$ cat src/rtl/apmb_pkg.sv
`default_nettype none

package apmb_pkg;

  // Fixed-point format and size of the rectangle inputs
  localparam int unsigned FracBits = 16;
  localparam int unsigned SizeBits = 16;

  localparam int unsigned CoefW = 32;
  // multiplier operand: signed point coordinate or zero-extended size
  localparam int unsigned OpW   = CoefW + 1;
  // products of a 32-bit coefficient and a 32-bit coordinate fit in 64 bits
  localparam int unsigned ProdW = 2 * CoefW;
  // two products plus a shift, with headroom
  localparam int unsigned SumW  = ProdW + 2;
  localparam int unsigned OutW  = 32;

  localparam int unsigned InFieldsW = 2 * CoefW + 2 * SizeBits;
  localparam int unsigned InTdataW  = ((InFieldsW + 7) / 8) * 8;
  localparam int unsigned OutTdataW = 6 * OutW;

  localparam int unsigned NumStages = 5;

  // register map, word index into the configuration space
  localparam int unsigned RegIdxW = 3;
  localparam int unsigned AddrW   = RegIdxW + 2;

  localparam logic [RegIdxW-1:0] RegCoefXx = 3'd0;
  localparam logic [RegIdxW-1:0] RegCoefXy = 3'd1;
  localparam logic [RegIdxW-1:0] RegShiftX = 3'd2;
  localparam logic [RegIdxW-1:0] RegCoefYx = 3'd3;
  localparam logic [RegIdxW-1:0] RegCoefYy = 3'd4;
  localparam logic [RegIdxW-1:0] RegShiftY = 3'd5;

  localparam logic signed [CoefW-1:0] CoefOne = CoefW'(1 << FracBits);
  localparam logic signed [SumW-1:0]  FracMask = SumW'((1 << FracBits) - 1);

  typedef struct packed {
    logic signed [CoefW-1:0] xx;
    logic signed [CoefW-1:0] xy;
    logic signed [CoefW-1:0] sx;
    logic signed [CoefW-1:0] yx;
    logic signed [CoefW-1:0] yy;
    logic signed [CoefW-1:0] sy;
  } apmb_coef_t;

  // load enables of the stages behind the input register
  typedef struct packed {
    logic prod;
    logic sum;
    logic span;
    logic res;
  } apmb_adv_t;

  function automatic logic [OutW-1:0] sat_s32(input logic signed [SumW-1:0] v);
    logic [OutW-1:0] r;
    if (v[SumW-1] && !(&v[SumW-1:OutW-1])) begin
      r = {1'b1, {(OutW-1){1'b0}}};
    end else if (!v[SumW-1] && (|v[SumW-1:OutW-1])) begin
      r = {1'b0, {(OutW-1){1'b1}}};
    end else begin
      r = v[OutW-1:0];
    end
    return r;
  endfunction

  function automatic logic [OutW-1:0] sat_u32(input logic signed [SumW-1:0] v);
    logic [OutW-1:0] r;
    if (v[SumW-1]) begin
      r = '0;
    end else if (|v[SumW-2:OutW]) begin
      r = '1;
    end else begin
      r = v[OutW-1:0];
    end
    return r;
  endfunction

endpackage

`default_nettype wire

$ cat src/rtl/apmb_cfg.sv
`default_nettype none

module apmb_cfg
  import apmb_pkg::*;
(
  input  logic              clk_i,
  input  logic              rst_ni,
  input  logic              psel,
  input  logic              penable,
  input  logic              pwrite,
  input  logic [AddrW-1:0]  paddr,
  input  logic [CoefW-1:0]  pwdata,
  output logic [CoefW-1:0]  prdata,
  output logic              pready,
  output apmb_coef_t        coef_o
);

  apmb_coef_t          coef_q, coef_d;
  logic [RegIdxW-1:0]  idx;
  logic                wr_en;

  assign pready = 1'b1;
  assign idx    = paddr[AddrW-1:2];
  assign wr_en  = psel & penable & pwrite & pready;

  always_comb begin
    coef_d = coef_q;
    if (wr_en) begin
      case (idx)
        RegCoefXx: coef_d.xx = pwdata;
        RegCoefXy: coef_d.xy = pwdata;
        RegShiftX: coef_d.sx = pwdata;
        RegCoefYx: coef_d.yx = pwdata;
        RegCoefYy: coef_d.yy = pwdata;
        RegShiftY: coef_d.sy = pwdata;
        default: ;
      endcase
    end
  end

  always_comb begin
    case (idx)
      RegCoefXx: prdata = coef_q.xx;
      RegCoefXy: prdata = coef_q.xy;
      RegShiftX: prdata = coef_q.sx;
      RegCoefYx: prdata = coef_q.yx;
      RegCoefYy: prdata = coef_q.yy;
      RegShiftY: prdata = coef_q.sy;
      default:   prdata = '0;
    endcase
  end

  always_ff @(posedge clk_i or negedge rst_ni) begin
    if (!rst_ni) begin
      coef_q.xx <= CoefOne;
      coef_q.xy <= '0;
      coef_q.sx <= '0;
      coef_q.yx <= '0;
      coef_q.yy <= CoefOne;
      coef_q.sy <= '0;
    end else begin
      coef_q <= coef_d;
    end
  end

  assign coef_o = coef_q;

endmodule

`default_nettype wire

$ cat config.mk
export PLATFORM = sky130hd
export DESIGN_NAME = apmb_cfg
export DESIGN_NICKNAME = d
export VERILOG_FILES = /design/src/rtl/apmb_pkg.sv /design/src/rtl/apmb_cfg.sv
export SDC_FILE = /design/constraint.sdc
export NUM_CORES = 1
export LEC_CHECK = 0
export BUFFER_PORTS_ARGS = -buffer_cell sky130_fd_sc_hd__buf_4
export CORE_MARGIN = 2
export CORE_UTILIZATION = 30
export DETAILED_ROUTE_END_ITERATION = 8
export PLACE_DENSITY_LB_ADDON = 0.08
export SYNTH_ARGS = -nofsm -noshare
export SYNTH_HDL_FRONTEND = slang
export SYNTH_SLANG_ARGS = --single-unit
$ cat constraint.sdc
create_clock -name clk_i -period 1.5 [get_ports clk_i]
set_input_delay 0.3 -clock clk_i [delete_from_list [all_inputs] [get_ports clk_i]]
set_output_delay 0.3 -clock clk_i [all_outputs]
set_load 0.05 [all_outputs]
## Yosys cells after proc, flatten, opt, wreduce, memory -nomap -nowiden

Index checks and enable logic that the tools add are counted.
Widths: inputs -> output; s select.

- Register bits: 192
- Input port bits: 42
- Output and inout port bits: 225
- Logic and storage cells: 21

- Equality and inequality tests: 5
- Multiplexer cells: 1
- Bitwise gates (word level): 2
- Reductions and logical operators: 7

Operators with widths:

| operator | count |
|---|---|
| $pmux 32 s6 | 1 |
| $reduce_and 2->1 | 6 |
| $eq 3x2->1 const B | 2 |
| $eq 3x3->1 const B | 2 |
| $eq 3x1->1 const B | 1 |
| $logic_not 3->1 | 1 |
| $and 1x1->1 | 2 |

## Longest topological paths before layout

Gate-level depths: netlist of the first run.

- Depth in word-level cells: 3
- Mapped depth: 6
- Gate-level depth less buffers: 3

## Worst setup path after synthesis of the first run

OpenSTA, ideal clock, no wires.

- Path type: input -> output
- Start point: input paddr[2]
- End point: output prdata[0]
- Arrival time: 1.835 ns
- Data required time: 1.200 ns
- Slack: -0.635 ns
- Cell stages on the path: 5
- Buffers on the path: 3
- Cells stage by stage: buf_6 -> buf_2 -> clkbuf_1 -> a221oi_1 -> a31oi_1

- Cells in the longest elaborated chain, start to end: 2
- Elaborated cells between the ends (all ways): 7
- Classes of those cells: eq/ne: 5; mux: 1; reduce/logical: 1

RTL lines:

| item | line | RTL |
|---|---|---|
| start: declaration | apmb_cfg.sv:11 | `input logic [AddrW-1:0] paddr,` |
| $eq 3x3->1, or another cell as far along | apmb_cfg.sv:42 | `case (idx)` |
| $pmux 32 s6 * | apmb_cfg.sv:42 |  |
| end: declaration | apmb_cfg.sv:13 | `output logic [CoefW-1:0] prdata,` |

Mark *: on every way between the ends. The rest lies on a longest branch, timed or not.

## Worst setup path in the final report of the first run

- Start point: register coef_q, in the netlist coef_o[189]
- End point: output prdata[29]

- Cells in the longest elaborated chain, start to end: 1

RTL lines:

| item | line | RTL |
|---|---|---|
| start: declaration | apmb_cfg.sv:18 | `apmb_coef_t coef_q, coef_d;` |
| start signal: assignment | apmb_cfg.sv:62 | `coef_q <= coef_d;` |
| $pmux 32 s6 | apmb_cfg.sv:42 |  |

No other way between the ends.

==> impl_metrics.ini, run 1 <==
[place]
port_buffers = 263
placed_area_mm2 = 0.0133
gp_congestion = 0.822
dp.cells = 1366
place_hpwl_um = 22100
place_ws_ps = -483

[worst_setup_path]
timing.rr.start = coef_o[172]$_DFFE_PN0P_
path_max_fanout = 2
critPathLaunchType = flop
path_cells = mux2_4 -> a221oi_2 -> buf_4 -> a31oi_4 -> buf_6
slowest_stage = dfrtp_2
crit_type = reg -> out
cpPeakStageDelay_ps = 410
end_kind = primary output
worstPathArrival_ps = 1690
critPathLaunch = coef_o[189]$_DFFE_PN0P_
cp.required_ps = 1200

[timing]
fin_hold_ws_ps = 132
rsz0062_at_grt = true
clock_skew_ps = 0
finalCritPeriodShare_pct = 133
finalHoldViolations = 0
finalSetupTns_ps = -11690
drv_slew = 0
max_freq_ghz = 0.503
fin_ws_ps = -490
setup_violations = 35
period_minus_slack_ps = 1990

[clocking]
cts.path.max_buffers = 2
cts_root_buf = clkbuf_16
clkTransAtPathRegs_ps = 80
h-tree-depth = 4
clock_latency_ps = 430
cts_buffers = 17
cts_tree = done
cts_sinks = 192

[floorplan]
initial_core_util_pct = 30.3
dieArea_mm2 = 0.0312
die_h_um = 177
die_w_um = 177
coreArea_mm2 = 0.0295
rows = 63
pin_count = 267

[global_routing]
grt_remaining_overflow = 0
antenna_found_initial = 0
grt_usage_pct = 20.0
grt_max_degree = 44
grt_pass1_wl_um = 47000
grt_pass1_vias = 7590

[synth]
synth_top_flop_cell = dfrtp_1
synthArstFlopShare_pct = 100
syn_area_mm2 = 0.00893
syn_area_per_cell_um2 = 14.2
synth_nets = 672
ys_seq_elements = 192
synth_edf_count = 0
synth_cells = 630
ys_warn_count = 0
yosysSeqAreaShare_pct = 53.8
synth_cell_types = 29

[routing]
drt-vias-per-instance = 4.84
first_pass_iters = 4
drt-initial-drc-count = 187
drc = 0
wirelength_um = 31000
ant_nets = 0
vias = 6861
wl_per_cell_um = 21.9

[pwr]
leakagePower_nw = 6.59
ir_drop_mv = 0.828
p_per_area_mw_per_mm2 = 1490

[finish]
final_cell_mix = buf_4, mux2_2, dfrtp_1, dfrtp_2, mux2_4
fin_cells = 1417
largest_reg_flops = 192
fin_area_mm2 = 0.0145
drive_gt1_share_pct = 82.2
num_antenna_cells = 0
syn2layout_area_growth_pct = 62.9
final_common_cell = buf_4
num-nets-final = 1056

[min_path]
hp-class = in -> reg
worstHoldStart = pwdata[23]

[outcome]
violations = setup timing
status = finished with violations

[run]
maxCapViolCount = 0
==> per-stage QoR <==
stage	total power (W)	util, %
floorplan	0.0133	-
global placement	0.0166	45.2
detailed placement	0.0168	45.2
CTS	0.0218	49.0
global route	0.0226	49.3
finish	0.0217	49.3
==> cell families after synthesis <==
kind of cell           Yosys count  share of synthesized area, %
muxes                          263                          32.8
DFF                            192                          53.8
and+or+nand+nor                 66                          4.30
AOI/OAI and AO/OA               60                          5.10
buffers and inverters           48                          3.94
other                            1                        0.0420
==> what timing repair did <==
| action | in CTS | in global routing |
|---|---|---|
| endpoints found under the hold margin | 32 | 0 |
| pin swaps | 21 | 5 |
| endpoints found under the setup margin | 34 | 46 |
| setup buffers | 21 | 6 |
| resized for setup | 81 | 29 |
| hold buffers | 1 | 0 |
==> per-layer routing <==
layer  track usage (%)  part of all wire, %  vias to the layer above
met4              4.20                  1.3                        0
met5                 0                    0                        -
met3              5.25                  5.6                       22
met2              34.7                   51                      181
met1              24.9                   42                     3552
li1                  -                    -                     3106
==> layout make-up <==
| class | count | area (µm²) |
|---|---|---|
| multi-input combinational | 390 | 4860 |
| sequential | 192 | 4910 |
| tap | 390 | 488 |
| timing repair buffer | 412 | 3720 |
| inverter | 1 | 3.75 |
| clock buffer | 19 | 443 |
| fill | 2617 | 14900 |
| clock inverter | 13 | 118 |
==> synth_stat cells, types with 3 or more instances <==
| library cell | number | area share [%] |
|---|---|---|
| mux2i_1 | 29 | 3.3 |
| clkbuf_1 | 7 | 0.29 |
| nand2_1 | 39 | 1.6 |
| a221oi_1 | 20 | 2.0 |
| or3_1 | 7 | 0.49 |
| nor2_1 | 3 | 0.13 |
| nand3_1 | 3 | 0.17 |
| buf_2 | 11 | 0.62 |
| a21oi_1 | 6 | 0.34 |
| a31oi_1 | 19 | 1.3 |
| dfrtp_1 | 190 | 53 |
| mux2_1 | 8 | 1.0 |
| and3b_1 | 3 | 0.29 |
| mux2_2 | 226 | 29 |
| buf_6 | 13 | 1.6 |
| nor2_4 | 4 | 0.50 |
| o221ai_1 | 10 | 0.98 |
| buf_4 | 16 | 1.3 |
==> critical path: cells and delay by family, from the launching register on <==
kind | cells | cell delay [ps]
compound gates | 2 | 250
mux | 1 | 280
flops | 1 | 410
buf+inv | 2 | 320
==> path summary, 6_finish.rpt <==
kind                                      endpoint  slack [ps]  depth (start not counted)
setup / recovery                        prdata[29]        -490                          5
setup reg to reg           coef_o[172]$_DFFE_PN0P_         480                          3
max in group asynchronous  coef_o[137]$_DFFE_PN0P_         460                          3
min in group asynchronous   coef_o[89]$_DFFE_PN0P_         380                          2
hold reg to reg             coef_o[23]$_DFFE_PN0P_         520                          1
hold / removal              coef_o[23]$_DFFE_PN0P_         130                          2
==> power by group <==
group / leakage (nW) / internal [W] / switching, W
logic: 3.97 / 0.00389 / 0.00618
clock network: 0.279 / 0.00224 / 0.00220
registers: 2.34 / 0.00628 / 0.000877
total: 6.59 / 0.0124 / 0.00925
Note: power is estimated with default switching activity, not from simulation.
==> run 2: changes to the inputs <==
clock period = 1.8 ns   (was 1.5 ns; I/O delays follow)
==> impl_metrics.ini, run 2 (synthesized netlist as in run 1, its figures left out) <==
[outcome]
status = finished with violations
violations = setup timing

[clocking]
cts_root_buf = clkbuf_16
clkTransAtPathRegs_ps = 80
clock_latency_ps = 410
h-tree-depth = 4
cts_sinks = 192
cts.path.max_buffers = 2
cts_buffers = 17
cts_tree = done

[place]
gp_congestion = 0.782
place_hpwl_um = 20900
place_ws_ps = -405
dp.cells = 1305
port_buffers = 263

[pwr]
leakagePower_nw = 6.62
p_per_area_mw_per_mm2 = 1250
power.internal_w = 0.0102
power_frac_clock_pct = 21.1
seq_power_share_pct = 32.9
totalPowerFinal_w = 0.0179
netSwitchingFraction_pct = 42.8
p_comb_share_pct = 46.1
ir_drop_mv = 0.614
p_sw_w = 0.00764

[timing]
drv_slew = 0
finalCritPeriodShare_pct = 114
period_minus_slack_ps = 2040
fin_ws_ps = -245
rsz0062_at_grt = true
finalSetupTns_ps = -3710
max_freq_ghz = 0.489
setup_violations = 32
clock_skew_ps = 0
finalHoldViolations = 0
fin_hold_ws_ps = 201

[finish]
nFillCells = 2672
num_antenna_cells = 0
final_cell_mix = buf_4, mux2_2, dfrtp_1, nand2_1, buf_6
num-nets-final = 1054
drive_gt1_share_pct = 72.5
syn2layout_area_growth_pct = 59.9
final_common_cell = buf_4
largest_reg_flops = 192
fin_cells = 1414

[worst_setup_path]
cp.required_ps = 1440
critPathTopFamily = flip-flops
end_kind = primary output
path_max_fanout = 2
slowest_stage = dfrtp_1
path_cells = mux2_4 -> a221oi_2 -> buf_4 -> a31oi_4 -> buf_6
crit_buf_inv = 2
critPathLaunchType = flop
crit_type = reg -> out
worstPathArrival_ps = 1680
cpPeakStageDelay_ps = 390

[global_routing]
grt_pass1_vias = 7418
grt_pass1_wl_um = 45800
antenna_found_initial = 0
grt_remaining_overflow = 0
grt_usage_pct = 19.6
grt_max_degree = 46

[floorplan]
initial_core_util_pct = 30.3
die_h_um = 177
coreArea_mm2 = 0.0295
rows = 63
die_w_um = 177
pin_count = 267
dieArea_mm2 = 0.0312

[routing]
drc = 0
first_pass_iters = 4
drt-initial-drc-count = 261
ant_nets = 0
drt-vias-per-instance = 4.85
wl_per_cell_um = 21.9
vias = 6862
wirelength_um = 31000

[min_path]
hp-class = in -> reg

[run]
maxCapViolCount = 0
==> run 2: layer usage <==
layer	share of wire [%]	up-vias	global-route usage [%]	routed length, µm
met5	0	-	0	0
met4	1.4	0	5.27	438
met3	5.0	26	4.39	1540
met2	50	170	33.1	15400
met1	44	3555	25.4	13600
li1	-	3111	-	-
==> run 2: worst paths after layout <==
path	startpoint	end	slack [ps]	cells past startpoint
setup / recovery	coef_o[182]$_DFFE_PN0P_	prdata[22]	-240	5
hold / removal	pwdata[22]	coef_o[22]$_DFFE_PN0P_	200	2
setup reg to reg	coef_o[113]$_DFFE_PN0P_	coef_o[113]$_DFFE_PN0P_	650	4
hold reg to reg	coef_o[22]$_DFFE_PN0P_	coef_o[22]$_DFFE_PN0P_	530	1
max in group asynchronous	rst_ni	coef_o[38]$_DFFE_PN0P_	710	3
min in group asynchronous	rst_ni	coef_o[28]$_DFFE_PN0P_	420	2
==> run 2: power by group through the flow <==
stage                     Combinational [W]  Sequential, W  Clock [W]
final                               0.00822        0.00586    0.00376
after global routing                0.00855        0.00597    0.00407
after CTS                           0.00814        0.00585    0.00388
after detailed placement            0.00734        0.00597          0
after global placement              0.00728        0.00593          0
after floorplan                     0.00204        0.00878          0
==> run 2: per-stage QoR <==
stage,instance area (µm²),util (%)
floorplan,9540,-
finish,14300,48.4
CTS,14000,47.6
global placement,12500,42.3
global route,14300,48.4
detailed placement,12500,42.3
==> run 2: worst register-to-register path, delay by kind of cell (launching register included) <==
family	cells	cell delay, ps
multiplexers	1	250
buffers and inverters	3	390
flip-flops	1	400
==> run 2: what timing repair did <==
item                                    CTS  global route
resized for setup                        99            13
pin swaps                                19            14
endpoints found under the setup margin   32            32
cloned                                    0             2
buffers inserted                         59            16
hold endpoints to repair                 29             0
hold buffers                              1             0
==> run 2: layout make-up <==
type / count / area (µm²) / share of cell area (%)
Clock buffer: 17 / 425 / 2.98
Clock inverter: 14 / 154 / 1.08
Inverter: 1 / 3.75 / 0.0263
Multi-Input combinational cell: 390 / 4750 / 33.3
Sequential cell: 192 / 4810 / 33.7
Tap cell: 390 / 488 / 3.42
Timing Repair Buffer: 410 / 3650 / 25.5
==> run 3: changes to the inputs <==
CORE_UTILIZATION = 47   (was 30)
==> impl_metrics.ini, run 3 (synthesized netlist as in run 1, its figures left out) <==
[finish]
final_cell_mix = buf_4, mux2_2, dfrtp_1, nand2_1, buf_6
drive_gt1_share_pct = 73.0
largest_reg_flops = 192
final_common_cell = buf_4
nFillCells = 1198
final_util_pct = 74.3
num_antenna_cells = 0
num-nets-final = 1036
syn2layout_area_growth_pct = 55.2

[outcome]
violations = setup timing
status = finished with violations

[floorplan]
die_w_um = 142
coreArea_mm2 = 0.0186
dieArea_mm2 = 0.0201
pin_count = 267
die_h_um = 142
rows = 50
initial_core_util_pct = 47.9

[worst_setup_path]
critPathLaunchType = flop
reg2reg_slack_ps = 750
cp.required_ps = 1440
crit_type = reg -> out
worstPathArrival_ps = 1660
slowest_stage = dfrtp_1
end_kind = primary output
cpPeakStageDelay_ps = 400
path_cells = mux2_4 -> a221oi_2 -> buf_4 -> a31oi_4 -> buf_6
path_max_fanout = 2

[timing]
max_freq_ghz = 0.495
fin_ws_ps = -221
slew_headroom_pct = 64.6
rsz0062_at_grt = true
worstMarginPinSlew_ps = 531
clock_skew_ps = 0
drv_slew = 0
period_minus_slack_ps = 2020
finalHoldViolations = 0
finalCritPeriodShare_pct = 112
finalSetupTns_ps = -4520
setup_violations = 32

[global_routing]
grt_remaining_overflow = 0
grt_pass1_wl_um = 42400
grt_max_degree = 57
grt_usage_pct = 27.7
antenna_found_initial = 0
grt_pass1_vias = 7373

[routing]
first_pass_iters = 5
drc = 0
ant_nets = 0
vias = 6902
wirelength_um = 27600
drt-initial-drc-count = 243
wl_per_cell_um = 22.3
drt-vias-per-instance = 5.56

[clocking]
cts_root_buf = clkbuf_16
cts_buffers = 17
clkTransAtPathRegs_ps = 70
cts_tree = done
cts_sinks = 192
h-tree-depth = 4
cts.path.max_buffers = 2
clock_latency_ps = 430

[pwr]
leakagePower_nw = 6.50
p_per_area_mw_per_mm2 = 1280
ir_drop_mv = 0.737

[place]
port_buffers = 263
gp_congestion = 0.836
place_hpwl_um = 18700

[min_path]
hp-class = in -> reg

[run]
maxCapViolCount = 0
[run 3: repair_timing]
action,4_1_cts,5_1_grt
buffers inserted,47,10
hold endpoints to repair,46,0
hold buffers,1,0
pin swaps,14,8
gates cloned,0,1
endpoints found under the setup margin,32,32
gates resized for setup,85,18
[run 3: worst paths after layout]
check	cells past startpoint	startpoint	to
worst max-delay path	5	coef_o[125]$_DFFE_PN0P_	prdata[29]
worst min-delay path	2	pwdata[30]	coef_o[30]$_DFFE_PN0P_
worst max register to register	3	coef_o[182]$_DFFE_PN0P_	coef_o[182]$_DFFE_PN0P_
worst min register to register	1	coef_o[183]$_DFFE_PN0P_	coef_o[183]$_DFFE_PN0P_
max in group asynchronous	3	rst_ni	coef_o[35]$_DFFE_PN0P_
min in group asynchronous	2	rst_ni	coef_o[124]$_DFFE_PN0P_
[run 3: routing by layer]
metal / vias up / global-route usage [%] / share of wire, %
met3: 37 / 5.97 / 5.3
met2: 209 / 48.2 / 51
met1: 3576 / 34.9 / 41
met5: - / 0 / 0
li1: 3080 / - / -
met4: 0 / 8.11 / 1.9
[run 3: final cells by class]
cell class	instances	area [µm²]	share of cell area, %
clock buffers	18	439	3.17
clock inverters	14	149	1.07
inverters	1	3.75	0.0271
multi-input cells	390	4740	34.2
flip-flops and latches	192	4810	34.7
well taps	234	293	2.11
repair buffers	392	3420	24.7
[run 3: worst max-delay path, delay by kind of cell, from the launching register on]
family,cells,cell delay [ps]
DFF,1,400
buffers and inverters,2,320
muxes,1,270
AOI/OAI and AO/OA,2,250
[run 3: report_power, final]
group          switching, W  internal, W
clock               0.00178      0.00200
combinational       0.00506      0.00296
sequential         0.000720      0.00516
[run 3: stage by stage]
step,total power (W),instances,worst slack (ps),hold WS (ps),area [µm²]
floorplan,0.0108,630,-7.67,64.4,9540
global placement,0.0131,1150,-326,377,12200
detailed placement,0.0132,1150,-361,378,12200
CTS,0.0176,1230,-235,177,13700
global route,0.0183,1241,-258,184,13900
finish,0.0177,1241,-221,188,13900
